[config.mk]
export PLATFORM = sky130hd
export DESIGN_NAME = hrhl_parser
export DESIGN_NICKNAME = d
export VERILOG_FILES = /design/src/design/hrhl_pkg.sv /design/src/design/hrhl_parser.sv
export SDC_FILE = /design/constraint.sdc
export NUM_CORES = 1
export LEC_CHECK = 0
export ABC_AREA = 1
export BUFFER_PORTS_ARGS = -buffer_cell sky130_fd_sc_hd__buf_2
export CAP_MARGIN = 20
export CORE_MARGIN = 3
export CORE_UTILIZATION = 65
export DETAILED_ROUTE_END_ITERATION = 10
export HOLD_SLACK_MARGIN = 0.06
export PLACE_DENSITY = 0.87
export SETUP_SLACK_MARGIN = 0.5
export SYNTH_ARGS = -nofsm -noshare
export SYNTH_HDL_FRONTEND = slang
export SYNTH_SLANG_ARGS = --single-unit
[constraint.sdc]
create_clock -name clk -period 13.6 [get_ports clk]
set_input_delay 2.04 -clock clk [delete_from_list [all_inputs] [get_ports clk]]
set_output_delay 2.04 -clock clk [all_outputs]
set_load 0.005 [all_outputs]
[src/design/hrhl_pkg.sv]
// Shared types, constants and character tables for the HTTP request
// host locator. No dependencies; the other design files but hrhl_in_if import it.
`default_nettype none

package hrhl_pkg;

  localparam int unsigned PACKET_BYTES_DEF = 2048;
  localparam int unsigned OFF_W            = 11;
  localparam int unsigned METH_N           = 9;

  typedef logic [OFF_W-1:0] off_t;

  localparam logic [2:0] ST_NOT_HTTP      = 3'd0;
  localparam logic [2:0] ST_REQ_INCOMPL   = 3'd1;
  localparam logic [2:0] ST_VALUE_TRUNC   = 3'd2;
  localparam logic [2:0] ST_NO_HOST       = 3'd3;
  localparam logic [2:0] ST_HOST_FOUND    = 3'd4;

  localparam logic [7:0] CH_HT    = 8'h09;
  localparam logic [7:0] CH_LF    = 8'h0A;
  localparam logic [7:0] CH_CR    = 8'h0D;
  localparam logic [7:0] CH_SP    = 8'h20;
  localparam logic [7:0] CH_COLON = 8'h3A;
  localparam logic [7:0] CH_DEL   = 8'h7F;

  localparam logic [2:0] NAME_MISS = 3'd7;
  localparam logic [2:0] NAME_HIT  = 3'd4;

  // Method prefixes, left-justified, padded with spaces past their size.
  localparam logic [63:0] METH_TEXT [METH_N] = '{
    "GET     ", "POST    ", "PUT     ", "DELETE  ", "HEAD    ",
    "OPTIONS ", "CONNECT ", "PATCH   ", "TRACE   "
  };
  localparam logic [3:0] METH_SIZE [METH_N] = '{
    4'd4, 4'd5, 4'd4, 4'd7, 4'd5, 4'd8, 4'd8, 4'd6, 4'd6
  };

  localparam logic [31:0] HOST_TEXT = "host";

  typedef struct packed {
    logic [7:0] data_byte;
    logic       last_byte;
  } hrhl_in_t;

  typedef struct packed {
    logic [2:0] status;
    logic [2:0] verb_len;
    off_t       target_off;
    off_t       target_len;
    off_t       host_name_off;
    off_t       host_val_off;
    off_t       host_val_len;
  } hrhl_out_t;

endpackage

`default_nettype wire

[src/design/hrhl_parser.sv]
// Per-byte parse state and its one-step update; forms the result for the
// byte being stepped. Depends on hrhl_pkg.
`default_nettype none

module hrhl_parser import hrhl_pkg::*; #(
  parameter int unsigned PACKET_BYTES = PACKET_BYTES_DEF
) (
  input  wire logic      clk,
  input  wire logic      rst,
  input  wire logic      step,
  input  wire hrhl_in_t  item,
  output logic           res_valid,
  output hrhl_out_t      res
);

  localparam int unsigned POS_W = $clog2(PACKET_BYTES + 1);
  localparam logic [POS_W-1:0] POS_LIM = POS_W'(PACKET_BYTES);

  typedef enum logic [3:0] {
    PH_METHOD, PH_NOT_HTTP, PH_TARGET, PH_REQLINE, PH_LINE, PH_LINE_CR,
    PH_NAME, PH_SKIP, PH_OWS, PH_VALUE, PH_HDR_END, PH_DONE
  } phase_t;

  function automatic logic token_byte(input logic [7:0] c);
    logic ok;
    ok = (c > CH_SP) && (c < CH_DEL);
    case (c) inside
      // ( ) , / : ; < = > ? @ [ \ ] { } "
      8'h28, 8'h29, 8'h2C, 8'h2F, 8'h3A, 8'h3B, 8'h3C, 8'h3D, 8'h3E,
      8'h3F, 8'h40, 8'h5B, 8'h5C, 8'h5D, 8'h7B, 8'h7D, 8'h22: ok = 1'b0;
      default: ;
    endcase
    return ok;
  endfunction

  phase_t           phase, phase_n;
  logic [POS_W-1:0] pos;
  logic [8:0]       cand, cand_n;
  logic [2:0]       mlen, mlen_n;
  off_t             tstart, tstart_n;
  off_t             tlen, tlen_n;
  off_t             lstart, lstart_n;
  logic [2:0]       prog, prog_n;
  off_t             vstart, vstart_n;
  off_t             vend, vend_n;
  logic             pcr, pcr_n;
  logic             given;

  logic       active;
  off_t       pos_off;
  logic [7:0] b;
  logic       is_ows;

  // name character step
  logic [2:0] nm_prog_in;
  logic [7:0] nm_low;
  phase_t     nm_phase;
  logic       nm_pcr;
  logic [2:0] nm_prog;

  // value character step
  logic       vs_pcr_in;
  off_t       vs_end_in;
  logic       vs_pcr;
  off_t       vs_end;

  assign b       = item.data_byte;
  assign active  = step && !given && (pos < POS_LIM);
  assign pos_off = OFF_W'(pos);
  assign is_ows  = (b == CH_SP) || (b == CH_HT);

  always_comb begin
    nm_prog_in = (phase == PH_LINE) ? 3'd0 : prog;
    nm_low     = ((b >= 8'h41) && (b <= 8'h5A)) ? (b + 8'd32) : b;
    nm_phase   = PH_NAME;
    nm_pcr     = pcr;
    nm_prog    = nm_prog_in;
    if (b == CH_COLON) begin
      nm_phase = PH_OWS;
    end else if (b == CH_CR) begin
      nm_phase = PH_SKIP;
      nm_pcr   = 1'b1;
    end else if (!token_byte(b)) begin
      nm_phase = PH_SKIP;
      nm_pcr   = 1'b0;
    end else if ((nm_prog_in < NAME_HIT) &&
                 (nm_low == HOST_TEXT[8*(3-nm_prog_in[1:0]) +: 8])) begin
      nm_prog = nm_prog_in + 3'd1;
    end else begin
      nm_prog = NAME_MISS;
    end
  end

  always_comb begin
    vs_pcr_in = (phase == PH_OWS) ? 1'b0 : pcr;
    vs_end_in = (phase == PH_OWS) ? pos_off : vend;
    vs_end    = vs_pcr_in ? pos_off : vs_end_in;
    vs_pcr    = (b == CH_CR);
    if ((b != CH_CR) && !is_ows) begin
      vs_end = pos_off + OFF_W'(1);
    end
  end

  always_comb begin
    phase_n  = phase;
    cand_n   = cand;
    mlen_n   = mlen;
    tstart_n = tstart;
    tlen_n   = tlen;
    lstart_n = lstart;
    prog_n   = prog;
    vstart_n = vstart;
    vend_n   = vend;
    pcr_n    = pcr;
    if (active) begin
      unique case (phase)
        PH_METHOD: begin
          for (int k = 0; k < METH_N; k++) begin
            if (cand[k]) begin
              if ((pos >= POS_W'(METH_SIZE[k])) ||
                  (b != METH_TEXT[k][8*(7-pos[2:0]) +: 8])) begin
                cand_n[k] = 1'b0;
              end else if (pos + POS_W'(1) == POS_W'(METH_SIZE[k])) begin
                mlen_n   = pos[2:0];
                tstart_n = pos_off + OFF_W'(1);
                tlen_n   = '0;
                phase_n  = PH_TARGET;
              end
            end
          end
          if ((phase_n == PH_METHOD) && (cand_n == '0)) begin
            phase_n = PH_NOT_HTTP;
          end
        end
        PH_TARGET: begin
          if (b == CH_SP) begin
            phase_n = PH_REQLINE;
            pcr_n   = 1'b0;
          end else begin
            tlen_n = tlen + OFF_W'(1);
          end
        end
        PH_REQLINE, PH_SKIP: begin
          if (pcr && (b == CH_LF)) begin
            phase_n = PH_LINE;
            pcr_n   = 1'b0;
          end else begin
            pcr_n = (b == CH_CR);
          end
        end
        PH_LINE: begin
          lstart_n = pos_off;
          if (b == CH_CR) begin
            phase_n = PH_LINE_CR;
            prog_n  = 3'd0;
          end else begin
            phase_n = nm_phase;
            pcr_n   = nm_pcr;
            prog_n  = nm_prog;
          end
        end
        PH_LINE_CR: begin
          if (b == CH_LF) begin
            phase_n = PH_HDR_END;
          end else begin
            phase_n = PH_SKIP;
            pcr_n   = (b == CH_CR);
          end
        end
        PH_NAME: begin
          phase_n = nm_phase;
          pcr_n   = nm_pcr;
          prog_n  = nm_prog;
        end
        PH_OWS: begin
          if (!is_ows) begin
            vstart_n = pos_off;
            vend_n   = vs_end;
            pcr_n    = vs_pcr;
            phase_n  = PH_VALUE;
          end
        end
        PH_VALUE: begin
          if (pcr && (b == CH_LF)) begin
            pcr_n   = 1'b0;
            phase_n = (prog == NAME_HIT) ? PH_DONE : PH_LINE;
          end else begin
            vend_n = vs_end;
            pcr_n  = vs_pcr;
          end
        end
        default: ;
      endcase
    end
  end

  always_comb begin
    res       = '0;
    res_valid = 1'b0;
    if (active && (phase_n == PH_DONE)) begin
      res_valid  = 1'b1;
      res.status = ST_HOST_FOUND;
    end else if (step && item.last_byte && !given) begin
      res_valid = 1'b1;
      unique case (phase_n) inside
        PH_METHOD, PH_NOT_HTTP: res.status = ST_NOT_HTTP;
        PH_TARGET, PH_REQLINE:  res.status = ST_REQ_INCOMPL;
        PH_OWS, PH_VALUE:       res.status = ST_VALUE_TRUNC;
        default:                res.status = ST_NO_HOST;
      endcase
    end
    if (res.status != ST_NOT_HTTP) begin
      res.verb_len = mlen_n;
    end
    if (res.status >= ST_VALUE_TRUNC) begin
      res.target_off = tstart_n;
      res.target_len = tlen_n;
    end
    if (res.status == ST_HOST_FOUND) begin
      res.host_name_off = lstart_n;
      res.host_val_off  = vstart_n;
      res.host_val_len  = vend_n - vstart_n;
    end
  end

  always_ff @(posedge clk) begin
    if (rst || (step && item.last_byte)) begin
      phase  <= PH_METHOD;
      pos    <= '0;
      cand   <= '1;
      mlen   <= '0;
      tstart <= '0;
      tlen   <= '0;
      lstart <= '0;
      prog   <= '0;
      vstart <= '0;
      vend   <= '0;
      pcr    <= 1'b0;
      given  <= 1'b0;
    end else if (active) begin
      phase  <= phase_n;
      pos    <= pos + POS_W'(1);
      cand   <= cand_n;
      mlen   <= mlen_n;
      tstart <= tstart_n;
      tlen   <= tlen_n;
      lstart <= lstart_n;
      prog   <= prog_n;
      vstart <= vstart_n;
      vend   <= vend_n;
      pcr    <= pcr_n;
      given  <= res_valid;
    end
  end

endmodule

`default_nettype wire

==> flow_metrics.tcl, run 1 <==
set metrics [dict create \
    outcome "completed" \
    ff2ff_path_depth 19 \
    antenna_found_initial 0 \
    antenna_cells 0 \
    rows 36 \
    max-cap-violations 0 \
    die_w_um 108.8 \
    grt_max_degree 61 \
    wirelength_mm 21.62 \
    slew_headroom 0.3328 \
    grt_setup_unrepaired "no" \
    worst_clock_skew_ps 15.03 \
    post_drt_wl_per_cell_um 15.85 \
    clock_sinks 88 \
    cts_buffer_depth 2 \
    ant_nets 0 \
    cts_tree "yes" \
    cp-startpoint "item[5]" \
    cts_setup_buffers 0 \
    slew_viol_final 0 \
    async_reset_ff_frac 0 \
    hold_violations 0 \
    design_area_um2 7446 \
    cp.required_ps 11560 \
    dieArea_um2 11840 \
    grt_use_total 0.3662 \
    cts-root-buf "clkbuf_8" \
    final_util 0.7446 \
    worstSetupStartpointType "input pin" \
    netlist-cell-type-count 45 \
    setup-violations-final 0 \
    multi_input_area_um2 4383 \
    rr_startpoint "pos[0]$_SDFFE_PP0P_" \
    yosys_warnings 0 \
    leakage_uw 0.003634 \
    tns_ps 0 \
    clk-insertion-delay-late_ps 380 \
    die-height_um 108.8 \
    initial_core_util 0.6868 \
    netlist_instances 1178 \
    synth_flop_cell "dfxtp_1" \
    ys_seq_elements 88 \
    cts_buffers 9 \
    worst_hold_slack_ps 455.8 \
    portBuffers 73 \
    mostFrequentLayoutCells "288 x nand2_1, 228 x nor2_1, 126 x inv_1" \
    finalPower_uw 650.1 \
    reg2reg_setup_slack_ps 9170 \
    placed_area_um2 7233 \
    path_class "in -> out" \
    drcViolationCount 0 \
    ir_worst_vdd_uv 56.34 \
    max_freq_ghz 0.1166 \
    num-nets-final 1264 \
    vias 7985 \
    ios 74 \
    place.gp.congestion 1.081 \
    synth_edf_count 0 \
    register_area_um2 1762 \
    h-tree-depth 3 \
    dr.pass1.iters 6 \
    drive_gt1_frac 0.1007 \
    period_needed_ps 8577 \
    cp.arrival_ps 6540 \
    avgSynthCellArea_um2 5.830 \
    synth-seq-area-share 0.2565 \
    grt_pass1_vias 7122 \
    hold_class "reg -> reg" \
    finalCritPeriodShare 0.6307 \
    drtIter0Drc 807 \
    crit_path_max_fanout 22 \
    path_clk_slew_ps 90 \
    synthesis.area_um2 6868 \
    syn_to_final_growth_pct 8.417 \
    p_per_area_nw_per_um2 87.31 \
    worst_pin_slew_ps 1001 \
    timing.rr.end "given$_SDFFE_PP0P_" \
    grt_overflow 0 \
    core-area_um2 10000 \
    crit_end "res[10]" \
    hold_start "tstart[6]$_SDFFE_PP0P_" \
    fillers 853 \
    mostFrequentLayoutCell "nand2_1" \
    hold_buffers 0 \
    end_kind "primary output" \
    grt_pass1_wl_mm 34.19 \
    synth_fp_nets 1216 \
    viasPerCell 5.854 \
    dp_hpwl_mm 16.16 \
    cts-resized-gates 0 \
]
-- routing by layer --
| layer | track usage | share of wire | vias up |
|---|---|---|---|
| met3 | 0.06572 | 0.091 | 59 |
| li1 | - | - | 3909 |
| met1 | 0.4767 | 0.42 | 3559 |
| met2 | 0.5980 | 0.45 | 458 |
| met4 | 0.1533 | 0.035 | 0 |
| met5 | 0 | 0 | - |
-- logic make-up (layout without fill, tap and decap cells) --
group	Yosys count	in the layout	share of synthesized area
AO/OA/AOI/OAI	211	211	0.1713
XOR/XNOR	16	16	0.02040
adder cells (fa/ha/maj)	26	26	0.04846
buffers and inverters	180	233	0.1053
flip-flops	88	88	0.2565
multiplexers	2	2	0.002915
AND/OR/NAND/NOR	655	655	0.3952
-- metrics by stage --
step,worst slack [ps],instances
global route,4499,1364
finish,5023,1364
detailed placement,5132,1348
CTS,5130,1364
global placement,5424,1348
floorplan,6287,1178
-- cell type report --
type / count / share of cell area
clock inverter: 6 / 0.01008
multi-input combinational: 910 / 0.5886
sequential: 88 / 0.2366
inverter: 140 / 0.07074
timing repair buffer: 77 / 0.05310
clock buffer: 10 / 0.01848
tap: 133 / 0.02235
-- worst max-delay path, cell delays in order --
cell and delay [ps]:
buf_2 250, clkinv_1 370, nand2_1 140, nor2_1 50
nand3_1 250, nand2_1 200, nor2_1 160, nand2_1 420
o21ai_0 500, inv_1 110, ha_1 260, fa_1 370
inv_1 110, nand3_1 80, nand2_1 130, nand2_1 60
nand2_1 60, a21oi_1 80, nor2_1 130, o21ai_0 100
nand2_1 100, a21o_1 120, a21oi_1 70, xor2_1 140
nor2_1 80, buf_2 140
-- where the power goes --
part	switching, µW	internal [µW]
Combinational	122	50.4
Clock	108	92.6
Sequential	10.5	267
-- worst min path at each step --
stage	endpoint	slack (ps)	cells after the start
floorplan	tstart[10]$_SDFFE_PP0P_	430	2
global placement	tstart[6]$_SDFFE_PP0P_	440	2
detailed placement	tstart[6]$_SDFFE_PP0P_	440	2
CTS	tstart[6]$_SDFFE_PP0P_	460	2
global route	tstart[6]$_SDFFE_PP0P_	480	2
finish	tstart[6]$_SDFFE_PP0P_	460	2
-- synth_stat cells (2+ instances only) --
master | n | share of area
a211oi_1 | 2 | 0.0022
a21oi_1 | 108 | 0.079
a21oi_2 | 2 | 0.0026
a22oi_1 | 3 | 0.0033
a31oi_1 | 2 | 0.0018
a32o_1 | 3 | 0.0044
buf_2 | 13 | 0.0095
buf_4 | 4 | 0.0044
buf_6 | 2 | 0.0033
clkbuf_1 | 21 | 0.011
clkinv_1 | 4 | 0.0022
dfxtp_1 | 88 | 0.26
ha_1 | 25 | 0.046
inv_1 | 126 | 0.069
inv_2 | 9 | 0.0049
mux2i_1 | 2 | 0.0029
nand2_1 | 288 | 0.16
nand2_2 | 5 | 0.0046
nand3_1 | 82 | 0.060
nand3b_1 | 2 | 0.0022
nand4_1 | 13 | 0.012
nor2_1 | 228 | 0.12
nor2_2 | 4 | 0.0036
nor2_4 | 2 | 0.0033
nor3_1 | 18 | 0.013
nor4_1 | 6 | 0.0055
o211ai_1 | 14 | 0.015
o21ai_0 | 55 | 0.040
o21ai_1 | 2 | 0.0015
o21ai_2 | 2 | 0.0026
o221ai_1 | 4 | 0.0051
o22ai_1 | 8 | 0.0073
o31ai_1 | 3 | 0.0033
or2_2 | 3 | 0.0027
xnor2_1 | 5 | 0.0064
xor2_1 | 11 | 0.014
-- flip-flops by register name, indices dropped and copies added (netlist names) --
name and cells:
pcr 1, prog 3, cand 9, pos 12, lstart 11, vstart 11
phase 4, mlen 3, tstart 11, vend 11, given 1, tlen 11
Power figures use the tool's default switching activity.
==> inputs of run 2 (changes only) <==
- ABC_AREA: 1 -> 0
- CORE_UTILIZATION: 65 -> 54
- PLACE_DENSITY: 0.87 -> 0.78
- clock period: 13.6 -> 7.35 ns (I/O delays scaled with it)
==> run 2 against run 1 <==
Compared with the run above: critical path depth shrank 4; die area rose by 13%; synthesized area decreased by 5.6%; power increased by 87%; worst setup slack got worse by 4200 ps; clock power rose by 140%; sequential share of layout area rose by 0.98 points; final cell count decreased by 24%; global-route usage is 9.5 points lower; flip-flop and latch count unchanged; synthesized cell count shrank 28%.
==> flow_metrics.tcl, run 2 <==
set metrics [dict create \
    outcome "completed" \
    dr.pass1.iters 5 \
    worst_hold_slack_ps 455.6 \
    hold_buffers 0 \
    h-tree-depth 3 \
    max_freq_ghz 0.1522 \
    post_drt_wl_per_cell_um 17.50 \
    cpPeakStageDelay_ps 630 \
    grt_use_total 0.2714 \
    period_needed_ps 6571 \
    dp_cells 1014 \
    yosysMostFrequentCell "nor2_1" \
    leakage_uw 0.002820 \
    dp_hpwl_mm 12.57 \
    hold_end "tstart[10]$_SDFFE_PP0P_" \
    path_clk_slew_ps 60 \
    cts_buffer_depth 2 \
    synthesis.area_um2 6481 \
    drive_gt1_frac 0.1539 \
    critPathTopFamily "compound AO/OA/AOI/OAI gates" \
    drcViolationCount 0 \
    synth-seq-area-share 0.2718 \
    async_reset_ff_frac 0 \
    yosys_warnings 0 \
    largest_reg_flops 12 \
    cp.arrival_ps 5470 \
    hold_class "reg -> reg" \
    synth_commonest_cells "131 x nor2_1, 88 x dfxtp_1, 58 x nand2_1" \
    antenna_cells 0 \
    synth_flop_cell "dfxtp_1" \
    fin_cells 1033 \
    critPathBufInv 6 \
    p_per_area_nw_per_um2 169.6 \
    ant_nets 0 \
    cts_tree "yes" \
    setup-violations-final 0 \
    placed_area_um2 6809 \
    synth_edf_count 0 \
    timing.rr.end "given$_SDFFE_PP0P_" \
    grt_overflow 0 \
    worstSetupStartpointType "input pin" \
    reg2reg_setup_slack_ps 2660 \
    worstHoldPathCells 1 \
    ys_seq_elements 88 \
    viasPerCell 6.251 \
    ios 74 \
    die-height_um 115.6 \
    synth_top_area_share 0.2718 \
    max-cap-violations 0 \
    worst_pin_slew_ps 996.9 \
    vias 6457 \
    wirelength_mm 18.08 \
    grt_pass1_vias 5768 \
    initial_core_util 0.5604 \
    tns_ps 0 \
    portBuffers 73 \
    design_area_um2 7149 \
    dieArea_um2 13350 \
    multi_input_area_um2 4353 \
    mostFrequentLayoutCells "131 x nor2_1, 88 x dfxtp_1, 73 x buf_2" \
    path_cells "buf_2 -> or4_1 -> nor4b_4 -> buf_4 -> a211oi_2 -> buf_4 -> a21oi_1 -> buf_4 -> a21oi_2 -> o22ai_2 -> inv_1 -> ha_1 -> nor2b_1 -> o21ai_0 -> a21oi_1 -> o21ai_0 -> a21o_1 -> a21boi_0 -> o21a_1 -> o21ai_0 -> o311a_1 -> buf_2" \
    synth_fp_nets 891 \
    rr_startpoint "pos[1]$_SDFFE_PP0P_" \
    grt_setup_unrepaired "no" \
    finalCritPeriodShare 0.8940 \
    fillers 1035 \
    hold_start "tstart[10]$_SDFFE_PP0P_" \
    regMostFlops "pos" \
    cts-root-buf "clkbuf_16" \
    grt_pass1_wl_mm 29.12 \
    netlist_instances 853 \
    avgSynthCellArea_um2 7.598 \
    cts_buffers 9 \
    ff2ff_path_depth 13 \
    slew_headroom 0.3292 \
    slew_viol_final 0 \
    clk-insertion-delay-late_ps 360 \
    place.gp.congestion 0.9450 \
    cp.required_ps 6250 \
    cp_slowest_cell "or4_1" \
    antenna_found_initial 0 \
    drtIter0Drc 640 \
    ir_worst_vdd_uv 144.1 \
    worst_clock_skew_ps 16.66 \
    path_class "in -> out" \
    end_kind "primary output" \
    netlist-cell-type-count 90 \
    grt_max_degree 68 \
    crit_path_max_fanout 22 \
    syn_to_final_growth_pct 10.31 \
    die_w_um 115.6 \
    core-area_um2 11560 \
    ys_top_cells_by_area "dfxtp_1 27%, nor2_1 7.6%, ha_1 4.8%" \
    register_area_um2 1762 \
    hold_violations 0 \
    yosys.area.top_type "dfxtp_1" \
    num-nets-final 923 \
    clock_sinks 88 \
    rows 39 \
    mostFrequentLayoutCell "nor2_1" \
]
## run 2: cell types whose count changed after synthesis, sizes merged, moves of 20 or more
cell and change:
and2 +36, o21ai -22, nor2 -103, nand2 -235, mux2i +20, a21oi -54
xnor2 +22, inv -109, nand3 -61
## run 2: worst max path at each step
stage / startpoint / end / cells after the start
global route: item[2] / res[9] / 22
global placement: item[2] / res[9] / 20
detailed placement: item[2] / res[9] / 21
floorplan: item[4] / res[10] / 19
CTS: item[2] / res[9] / 21
finish: item[5] / res[9] / 22
## run 2: metal layers
metal,track usage,vias up,part of all wire
met5,0,-,0
met4,0.09703,0,0.022
met3,0.04804,34,0.075
met2,0.4194,291,0.44
met1,0.3807,3027,0.46
li1,-,3105,-
## run 2: stage by stage
stage	utilization	power (µW)	worst slack, ps
6_report	0.6182	1213	778.9
5_1_grt	0.6182	1262	558.8
4_1_cts	0.6150	1216	651.7
3_5_place_dp	0.5888	739.2	690.5
3_3_place_gp	0.5888	736.1	892.8
2_1_floorplan	-	686.0	1448
## run 2: layout make-up
type | instances | share of cell area
clock buffer | 9 | 0.03150
clock inverter | 7 | 0.01085
inverter | 26 | 0.01365
multi-input combinational | 675 | 0.6089
sequential | 88 | 0.2464
tap | 143 | 0.02503
timing repair buffer | 85 | 0.06370
## run 2: timing repair
action / 4_1_cts / 5_1_grt
buffers inserted: 0 / 2
resized for setup: 0 / 3
setup endpoints to repair: 0 / 1
## run 2: power breakdown
part	leakage, µW	internal [µW]	switching, µW
clock network	0.000147	268	209
registers	0.000712	487	15.0
logic	0.00196	88.9	146
total	0.00282	843	369
## run 2: cells by family after synthesis
| group | share of synthesized area |
|---|---|
| buffers and inverters | 0.06062 |
| multiplexers | 0.03571 |
| flip-flops | 0.2718 |
| AO/OA/AOI/OAI | 0.2322 |
| adder cells (fa/ha/maj) | 0.05135 |
| AND/OR/NAND/NOR | 0.2969 |
| XOR/XNOR | 0.05135 |
## run 2: worst reg2reg max path, cell delays in order, from the launching register on
cell and delay (ps):
dfxtp_1 860, inv_1 330, ha_1 520, or3_1 440, a311oi_1 280, a31oi_1 90, nor4_2 480, o21ai_1 230
a221oi_2 370, o2111ai_1 150, or2_1 250, buf_4 260, inv_2 210, o21a_1 130
==> inputs of run 3 (changes only) <==
- CORE_UTILIZATION: 54 -> 60
- PLACE_DENSITY: 0.78 -> 0.82
- clock period: 7.35 -> 6.2 ns (I/O delays scaled with it)
==> run 3 against run 2 <==
Compared with the run above: utilization is 7.3 points higher; highest routed layer unchanged; non-clock buffer count is 13 higher; critical path type unchanged; first-iteration DRC count is 38% higher; critical endpoint unchanged.
==> flow_metrics.tcl, run 3 (synthesis results as in run 2) <==
set metrics [dict create \
    hold_start "tstart[9]$_SDFFE_PP0P_" \
    die-height_um 109.9 \
    end_kind "primary output" \
    register_area_um2 1762 \
    dp_hpwl_mm 13.70 \
    hold_class "reg -> reg" \
    cts-root-buf "clkbuf_8" \
    die_w_um 109.9 \
    grt_pass1_wl_mm 30.64 \
    mostFrequentLayoutCells "130 x nor2_1, 88 x dfxtp_1, 71 x buf_2" \
    regMostFlops "pos" \
    critPathBufInv 5 \
    worst_pin_slew_ps 854.2 \
    setup-violations-final 0 \
    fillers 915 \
    largest_reg_flops 12 \
    grt_use_total 0.3183 \
    wirelength_mm 19.03 \
    slew_viol_final 0 \
    cp.required_ps 5270 \
    grt_overflow 0 \
    multi_input_area_um2 4418 \
    num-nets-final 936 \
    ios 74 \
    rows 37 \
    crit_path_max_fanout 21 \
    cp_slowest_cell "or4_1" \
    dieArea_um2 12080 \
    ff2ff_path_depth 14 \
    path_class "in -> out" \
    cpPeakStageDelay_ps 580 \
    antenna_cells 0 \
    period_needed_ps 5502 \
    hold_violations 0 \
    cts_buffers 9 \
    post_drt_wl_per_cell_um 18.32 \
    reg2reg_setup_slack_ps 2430 \
    setup_slack_ps 698.4 \
    outcome "completed" \
    drtIter0Drc 883 \
    antenna_found_initial 0 \
    worst_clock_skew_ps 20.34 \
    core-area_um2 10420 \
    ant_nets 0 \
    clk-insertion-delay-late_ps 390 \
    grt_pass1_vias 6216 \
    h-tree-depth 3 \
    grt_setup_unrepaired "no" \
    portBuffers 73 \
    critPathTopFamily "compound AO/OA/AOI/OAI gates" \
    p_per_area_nw_per_um2 178.2 \
    ir_worst_vdd_uv 157.1 \
    preCtsSetupSlack_ps 221.9 \
    max-cap-violations 0 \
    timing.rr.end "given$_SDFFE_PP0P_" \
    clock_sinks 88 \
    path_cells "buf_2 -> buf_4 -> or2_1 -> or4_1 -> nand2b_4 -> buf_4 -> a21oi_2 -> o22ai_2 -> inv_1 -> ha_1 -> nor2b_1 -> o21ai_2 -> a21oi_2 -> o21ai_1 -> a21o_1 -> a21boi_2 -> o21a_1 -> o21ai_0 -> o311a_1 -> buf_2" \
    max_freq_ghz 0.1818 \
    drcViolationCount 0 \
    cp.arrival_ps 4570 \
    slew_headroom 0.4305 \
    tns_ps 0 \
    worstHoldPathCells 1 \
    leakage_uw 0.002838 \
    initial_core_util 0.6222 \
    vias 6689 \
    rr_startpoint "pos[0]$_SDFFE_PP0P_" \
    worst_hold_slack_ps 460.8 \
    hold_end "tstart[9]$_SDFFE_PP0P_" \
    worstSetupStartpointType "input pin" \
    path_clk_slew_ps 90 \
    finalCritPeriodShare 0.8873 \
    cts_tree "yes" \
    viasPerCell 6.438 \
    dr.pass1.iters 5 \
    grt_max_degree 46 \
    cts_buffer_depth 2 \
    place.gp.congestion 1.001 \
    syn_to_final_growth_pct 11.04 \
    mostFrequentLayoutCell "nor2_1" \
    drive_gt1_frac 0.1805 \
    hold_buffers 0 \
]
-- run 3: cell types whose count changed in the layout (fill, tap and decap cells not counted), moves of 2 or more --
| cell | previous run | this run |
|---|---|---|
| inv_6 | 4 | 1 |
| clkbuf_8 | 0 | 9 |
| inv_8 | 0 | 2 |
| a21oi_2 | 1 | 3 |
| clkbuf_16 | 9 | 0 |
| buf_4 | 12 | 25 |
| o21ai_1 | 3 | 5 |
| clkinv_4 | 0 | 2 |
| o21ai_0 | 33 | 30 |
| a21oi_1 | 55 | 53 |
| buf_2 | 73 | 71 |
| ha_2 | 0 | 3 |
| ha_1 | 25 | 22 |
-- run 3: where the power goes --
group	internal (µW)	total, µW	switching (µW)
Clock	154	393	239
Sequential	577	591	14.0
Combinational	115	299	185
Total	845	1280	437
-- run 3: area by class of cell --
cell class	instances	area share
Timing Repair Buffer	98	0.07806
Multi-Input combinational cell	675	0.6139
Clock inverter	7	0.008866
Inverter	26	0.01356
Tap cell	136	0.02364
Sequential cell	88	0.2448
Clock buffer	9	0.01721
-- run 3: timing repair --
| action | in CTS | in global routing |
|---|---|---|
| endpoints found under the setup margin | 3 | 13 |
| buffers inserted | 2 | 0 |
| gates resized for setup | 4 | 22 |
| pin swaps | 1 | 4 |
-- run 3: per-layer routing --
metal,wire length [µm],global-route usage,vias up
met4,502,0.1273,0
met2,8511,0.4922,347
li1,-,-,3130
met3,1687,0.05989,42
met5,0,0,-
met1,8331,0.4354,3170
-- run 3: worst max path at each step --
stage | slack, ps | end | start | cells past startpoint
finish | 700 | res[9] | item[5] | 20
detailed placement | 220 | res[9] | item[4] | 20
global placement | 410 | res[9] | item[4] | 20
CTS | 510 | res[9] | item[4] | 21
floorplan | 640 | res[10] | item[4] | 19
global route | 440 | res[9] | item[5] | 21
-- run 3: metrics by stage --
step / area (µm²) / utilization / instances / total power (µW)
3_5_place_dp: 6898 / 0.6622 / 1020 / 882.0
6_report: 7197 / 0.6909 / 1039 / 1283
2_1_floorplan: 6481 / - / 853 / 813.2
5_1_grt: 7197 / 0.6909 / 1039 / 1337
3_3_place_gp: 6898 / 0.6622 / 1020 / 874.1
4_1_cts: 7111 / 0.6826 / 1038 / 1268
